==> src/sv/swlp_pkg.sv <==
// ----------------------------------------------------------------------------
// swlp_pkg
// Shared constants and types for the sliding-window linear predictor.
// ----------------------------------------------------------------------------
`default_nettype none
package swlp_pkg;
   localparam int MaxSlots   = 16;
   localparam int SlotW      = $clog2(MaxSlots);
   localparam int CountW     = $clog2(MaxSlots + 1);
   localparam int WinW       = 5;
   localparam int SampleW    = 24;
   localparam int TimeW      = 32;
   localparam int WideW      = 128;
   localparam logic [WinW-1:0] WinReset = 5'd5;

   localparam logic [1:0] STATUS_FIT    = 2'd0;
   localparam logic [1:0] STATUS_SINGLE = 2'd1;
   localparam logic [1:0] STATUS_MEAN   = 2'd2;

   // Ring memory entry: sample and its timestamp.
   typedef struct packed {
      logic signed [SampleW-1:0] sample;
      logic [TimeW-1:0]          stamp;
   } slot_type;

   // Handshake from the sequencer into the divider.
   typedef struct packed {
      logic             start;
      logic             neg;
      logic [WideW-1:0] num;
      logic [WideW-1:0] den;
   } div_req_type;
endpackage
`default_nettype wire

==> src/sv/swlp_divider.sv <==
// ----------------------------------------------------------------------------
// swlp_divider
// Restoring divider, one quotient bit per cycle, rounds half away from zero
// and saturates to 24 bits signed.
// ----------------------------------------------------------------------------
`default_nettype none
module swlp_divider
   import swlp_pkg::*;
(
   input  wire logic                      clock,
   input  wire logic                      reset,
   input  wire div_req_type               req,
   output logic                           done,
   output logic signed [SampleW-1:0]      quot
);
   localparam int CntW = $clog2(WideW + 1);

   logic             busy_ff, busy_in;
   logic             done_ff, done_in;
   logic [CntW-1:0]  cnt_ff, cnt_in;
   logic [WideW-1:0] a_ff, a_in;
   logic [WideW-1:0] b_ff, b_in;
   logic [WideW-1:0] r_ff, r_in;
   logic [WideW-1:0] q_ff, q_in;
   logic             neg_ff, neg_in;
   logic signed [SampleW-1:0] quot_ff, quot_in;
   logic [WideW:0]   rs;
   logic [WideW:0]   diff;
   logic [WideW-1:0] mag;
   logic [WideW-1:0] qn;

   always_comb begin
      busy_in = busy_ff;
      done_in = 1'b0;
      cnt_in  = cnt_ff;
      a_in    = a_ff;
      b_in    = b_ff;
      r_in    = r_ff;
      q_in    = q_ff;
      neg_in  = neg_ff;
      quot_in = quot_ff;
      mag     = req.neg ? (~req.num + 1'b1) : req.num;
      rs      = {r_ff, a_ff[WideW-1]};
      diff    = rs - {1'b0, b_ff};
      qn      = {q_ff[WideW-2:0], ~diff[WideW]};
      if (req.start) begin
         busy_in = 1'b1;
         cnt_in  = CntW'(WideW);
         a_in    = (mag << 1) + req.den;
         b_in    = req.den << 1;
         r_in    = '0;
         q_in    = '0;
         neg_in  = req.neg;
      end else if (busy_ff) begin
         a_in   = a_ff << 1;
         r_in   = diff[WideW] ? rs[WideW-1:0] : diff[WideW-1:0];
         q_in   = qn;
         cnt_in = cnt_ff - 1'b1;
         if (cnt_ff == CntW'(1)) begin
            busy_in = 1'b0;
            done_in = 1'b1;
            if (neg_ff)
               quot_in = (qn > WideW'(24'd8388608)) ? -24'sd8388608
                         : SampleW'(~qn + 1'b1);
            else
               quot_in = (qn > WideW'(24'd8388607)) ? 24'sd8388607
                         : SampleW'(qn);
         end
      end
   end

   always_ff @(posedge clock) begin
      if (reset) begin
         busy_ff <= 1'b0;
         done_ff <= 1'b0;
      end else begin
         busy_ff <= busy_in;
         done_ff <= done_in;
      end
      cnt_ff  <= cnt_in;
      a_ff    <= a_in;
      b_ff    <= b_in;
      r_ff    <= r_in;
      q_ff    <= q_in;
      neg_ff  <= neg_in;
      quot_ff <= quot_in;
   end

   assign done = done_ff;
   assign quot = quot_ff;
endmodule
`default_nettype wire

==> config.mk <==
export PLATFORM = sky130hd
export DESIGN_NAME = swlp_divider
export DESIGN_NICKNAME = d
export VERILOG_FILES = /design/src/sv/swlp_pkg.sv /design/src/sv/swlp_divider.sv
export SDC_FILE = /design/constraint.sdc
export NUM_CORES = 2
export LEC_CHECK = 0
export BUFFER_PORTS_ARGS = -buffer_cell sky130_fd_sc_hd__buf_4
export CAP_MARGIN = 20
export CORE_MARGIN = 4
export CORE_UTILIZATION = 25
export CTS_BUF_LIST = sky130_fd_sc_hd__clkbuf_4
export DETAILED_ROUTE_END_ITERATION = 8
export PLACE_DENSITY_LB_ADDON = 0.12
export SLEW_MARGIN = 20
export SYNTH_ARGS = -nofsm -noshare
export SYNTH_HDL_FRONTEND = slang
export SYNTH_SLANG_ARGS = --single-unit
export TNS_END_PERCENT = 10
==> constraint.sdc <==
create_clock -name clock -period 22.6 [get_ports clock]
set_clock_uncertainty 0.15 [all_clocks]
set_input_delay 2.26 -clock clock [delete_from_list [all_inputs] [get_ports clock]]
set_output_delay 2.26 -clock clock [all_outputs]
set_load 0.02 [all_outputs]
[Yosys cells after proc, flatten, opt, wreduce, memory -nomap -nowiden]
Cells that the tools add are included.
Storage, ports and cells
  output and inout bits: 25
  logic and storage cells: 36
  register bits: 545
Cells by class
  muxes and demuxes: 11
  magnitude comparators: 2
  equality and inequality tests: 1
  bitwise operators: 5
  add/sub/neg operators: 5
  reduce and logical (&&, ||, !) cells: 3
Operator list (number)
  $mux 128: 3
  $sub 129x128->129: 1
  $add 128x128->128: 1
  $gt 128x23->1 const B: 1
  $gt 128x24->1 const B: 1
  $add 127x1->127 const B: 1
  $mux 127: 1
  $not 127->127: 1
  $mux 24: 3
  $add 24x1->24 const B: 1
  $not 24->24: 1
  $eq 8x1->1 const B: 1
  $sub 8x1->8 const B: 1
  $mux 1: 4
  $not 1->1: 3
  $reduce_and 3->1: 1
  $reduce_or 3->1: 1
  $reduce_bool 2->1: 1

[Depth between registers and ports, before layout]
  depth in word-level cells: 6
  mapped depth: 28
  depth with buffers taken out: 26

[Least setup slack after synthesis]
No wires, ideal clock.
  path type: in2reg
  from: in req[169] in the netlist's numbering
  to: reg a_ff[125], data pin
  arrival: 8.295 ns
  path buffers: 1
  stages on the path: 25
  path slack: 13.885 ns
  path through: or4_4 > or4_4 > or3_4 > nor2_4 > nand2_2 > or4_4 > or2_4 > or3_4 > nand2b_4 > nand2b_4 > o21ai_0 > xnor2_1 > ha_1 > clkbuf_1 > nand2_1 > o21ai_0 > a221o_1 > a31oi_1 > o2111a_1 > nor4bb_1 > nor3_1 > o21ba_2 > o41ai_1 > a31oi_1 > or3b_2
Between the ends
  word-level cells in the longest chain between the ends: 5
RTL lines
  start: declaration: line swlp_divider.sv:12  | input wire div_req_type req,
  $not 127->127: line swlp_divider.sv:42  | mag = req.neg ? (~req.num + 1'b1) : req.num;
  $add 127x1->127: line swlp_divider.sv:42
  $mux 127 *: line swlp_divider.sv:42
  $add 128x128->128 *: line swlp_divider.sv:49  | a_in = (mag << 1) + req.den;
  $mux 128 *: line swlp_divider.sv:46  | if (req.start) begin
  named net a_in[125]: line swlp_divider.sv:21  | logic [WideW-1:0] a_ff, a_in;
  end signal: assignment: line swlp_divider.sv:81  | a_ff <= a_in;
  end: declaration: line swlp_divider.sv:21
The timed path passes the listed nets; every way through them passes the cells marked *.
A chain may end at the register's enable or synchronous reset.

[Final worst setup path]
Ends and elaborated chain as after synthesis.

==> summary.md <==
| Metric | Value |
|---|---|
| Result of the run | `complete, no violations` |
| Die area | `169,000 µm²` |
| Hold path cells | `2` |
| End of the worst register-to-register path | `r_ff[117]` |
| Wire length after detailed routing | `148,000 µm` |
| Total of max-cap violations | `0` |
| Worst Path Arrival | `10.01 ns` |
| Worst R2R Setup Slack | `16.48 ns` |
| Part of the cycle the worst path needs | `41.1%` |
| Count of nets after finishing | `5,508` |
| Hold Buf Count CTS | `0` |
| Critical path class | `in2reg` |
| Total of endpoints with negative setup slack in the final report | `0` |
| Skew-Pair Late Insertion Delay | `1.12 ns` |
| Top cells by area in the synthesized netlist | `edfxtp_1, dfxtp_1, ha_1` |
| Portion of synthesized cell area occupied by the leading cell type | `20.7%` |
| FFs w/ async S/R, synth | `0%` |
| Cell count after synthesis | `4,781` |
| Highest signal layer in the routed design | `met5` |
| Critical path's top delay family | `simple AND/OR/NAND/NOR gates` |
| Effective utilization at floorplan | `25.2%` |
| Number of port buffers | `283` |
| Hold Path Origin | `r_ff[63]` |
| Combined global-route utilization of all metal layers | `17.0%` |
| Die Wd | `411 µm` |
| CP Buf/Inv Count | `2` |
| Total vias in the final route | `36,700` |
| Post-route DRC | `0` |
| Area Overhead vs Synth | `15.6%` |
| Actual transition at the worst max-transition pin | `1.09 ns` |
| Worst slew margin relative to its limit | `26.9%` |
| Total standard cell area after synthesis | `40,600 µm²` |
| Root buf cell | `clkbuf_4` |
| VDD IR-drop max | `0.0461 mV` |
| Post-detailed-route count of antenna-violating nets | `0` |
| Depth of the worst register-to-register path | `16` |
| Post-synth top flop | `edfxtp_1` |
| Number of vias per cell | `5.03` |
| Mean Syn Cell Area | `8.48 µm²` |
| I/O pin count | `285` |
| Endpoint type of the worst setup path | `register` |
| Maximum fanout along the worst path | `8` |
| Yosys reg bits | `545` |
| Largest net degree at the start of global routing | `182` |
| Yosys cell types | `91` |
| Detail Route met3 WL | `5990 µm` |
| Standard cell with the maximum stage delay on the critical path | `o41ai_1` |
| Most common cell on crit path | `or4_4` |
| Total iterations of the first detailed-routing run | `7` |
| Synth warnings | `0` |
| Number of antenna violations at the first check in global routing | `7` |
| Net count after synthesis | `5,300` |
| Critical path data required time | `23.31 ns` |
| Min Clock Period, post-route | `9.30 ns` |
| Hold path endpoint | `r_ff[64]` |
| Share of cells above drive strength 1 | `15.0%` |
| Seq/Total Area, Yosys | `33.8%` |
| FMAX | `0.108 GHz` |
| Total Power | `3180 µW` |
| Inserted Clock Buffers | `165` |
| Leakage power total | `0.0187 µW` |
| Number of logic stages on the critical path including buffering | `27` |
| Routed wire length per instance | `20.3 µm` |
| Post CTS Setup Buffer Count | `0` |
| Total Neg Setup Slack | `0 ns` |
| Std-Cell Rows | `147` |
| Clock slew seen by the registers of the worst setup and hold paths | `0.09 ns` |
| RePlAce Congestion | `0.888` |
| Unrepaired setup endpoints after global routing | `no` |
| Worst R2R Start | `r_ff[0]` |
| CTS tree | `yes` |
| Post-DP HPWL | `114,000 µm` |
| Die Ht | `411 µm` |
| Commonest cells in the synthesized netlist | `nand2_1, nor2_1, a21oi_1` |
| Final Slew Violations | `0` |
| Placeable core region | `161,000 µm²` |
| Largest stage delay on the critical path | `0.77 ns` |
| Via count of the first global-routing pass | `36,100` |
| Count of flip-flops with a built-in enable after synthesis | `280` |
| Count of clock tree sinks | `545` |
| 1st-iter DRT viols | `2,413` |
| Endpoints failing hold | `0` |
| Power Dens Cells | `67.8 nW/µm²` |
| Tightest Hold Check Type | `reg2reg` |
| Most frequent cell after synthesis | `nand2_1` |
| Wire length of the first global-routing pass | `224,000 µm` |
| Deepest level of the CTS H-tree | `4` |
| Kind of start point of the critical path | `primary input` |
| Total routed wire length on the met1 layer | `72,000 µm` |
| Length of routed met2 wiring | `66,400 µm` |
| Resized cells post-CTS | `0` |
| Cell accounting for the most synthesized area | `edfxtp_1` |
| Max Buffers Root-to-Sink | `3` |
| Gr ovfl total | `0` |
-- power by group --
group | switching (µW) | leakage [µW] | internal (µW)
clock network | 473 | 0.00131 | 537
logic | 588 | 0.0125 | 384
registers | 39.5 | 0.00492 | 1160
total | 1100 | 0.0187 | 2080
-- worst min-delay path: stages (launching register included) --
cell      delay (ns)
dfxtp_1         0.32
nand2_1         0.06
a311oi_1        0.08
-- routing by layer --
layer  track usage [%]  vias to the layer above
met5                 0                        -
li1                  -                    18100
met3              2.71                      187
met4              4.68                        4
met2              27.0                      839
met1              23.9                    17600
-- cell usage in the layout (no fill, tap or decap), types with 34 or more instances in the layout --
| cell type | n |
|---|---|
| buf_4 | 305 |
| xor2_1 | 88 |
| nand4_1 | 143 |
| nand2_1 | 463 |
| a311oi_1 | 96 |
| or3_1 | 45 |
| nor2b_1 | 41 |
| clkinv_1 | 34 |
| a31oi_1 | 38 |
| ha_1 | 257 |
| a21oi_1 | 425 |
| nand3_1 | 62 |
| nor2_1 | 430 |
| mux2_2 | 117 |
| o31ai_1 | 48 |
| o21bai_1 | 74 |
| inv_1 | 239 |
| dfxtp_1 | 264 |
| nor3_1 | 76 |
| nor4_1 | 50 |
| clkbuf_4 | 246 |
| o21ai_0 | 304 |
| mux2i_1 | 138 |
| a21o_1 | 153 |
| xnor2_1 | 272 |
| edfxtp_1 | 280 |
-- registers in the layout (all words and copies together) (netlist names) --
register	count
cnt_ff	8
q_ff	127
busy_ff	1
neg_ff	1
r_ff	128
b_ff	127
a_ff	128
quot	24
done	1
-- cell families after synthesis --
| family | Yosys count | share of synthesized area, % |
|---|---|---|
| buf+inv | 512 | 4.74 |
| mux | 255 | 6.65 |
| fa+ha+maj | 259 | 8.03 |
| compound gates | 1383 | 21.8 |
| flops | 545 | 33.8 |
| xor+xnor | 361 | 7.79 |
| simple gates | 1466 | 17.1 |
-- through the flow --
step | instances | worst slack, ns | hold WS [ns] | util (%) | area [µm²]
finish | 7293 | 13.30 | 0.324 | 29.1 | 46900
global route | 7290 | 13.16 | 0.325 | 29.1 | 46900
CTS | 7287 | 13.48 | 0.295 | 29.1 | 46900
detailed placement | 6982 | 12.17 | 0.322 | 27.7 | 44700
global placement | 6982 | 12.14 | 0.319 | 27.7 | 44700
floorplan | 4781 | 13.89 | 0.296 | - | 40600
-- area by class of cell --
cell class | instances | area (µm²)
fillers | 17400 | 114000
multi-input cells | 3724 | 24900
flip-flops and latches | 545 | 13700
well taps | 2160 | 2700
repair buffers | 310 | 2380
clock buffers | 246 | 1850
inverters | 243 | 918
clock inverters | 59 | 355
diodes | 6 | 15.0
-- worst max path at each step --
| stage | to | start |
|---|---|---|
| after floorplan | a_ff[125] | req[169] |
| after global placement | a_ff[125] | req[169] |
| after detailed placement | a_ff[125] | req[169] |
| after CTS | a_ff[125] | req[169] |
| after global routing | a_ff[125] | req[169] |
| final | a_ff[125] | req[169] |
Note: power is estimated with default switching activity, not from simulation.
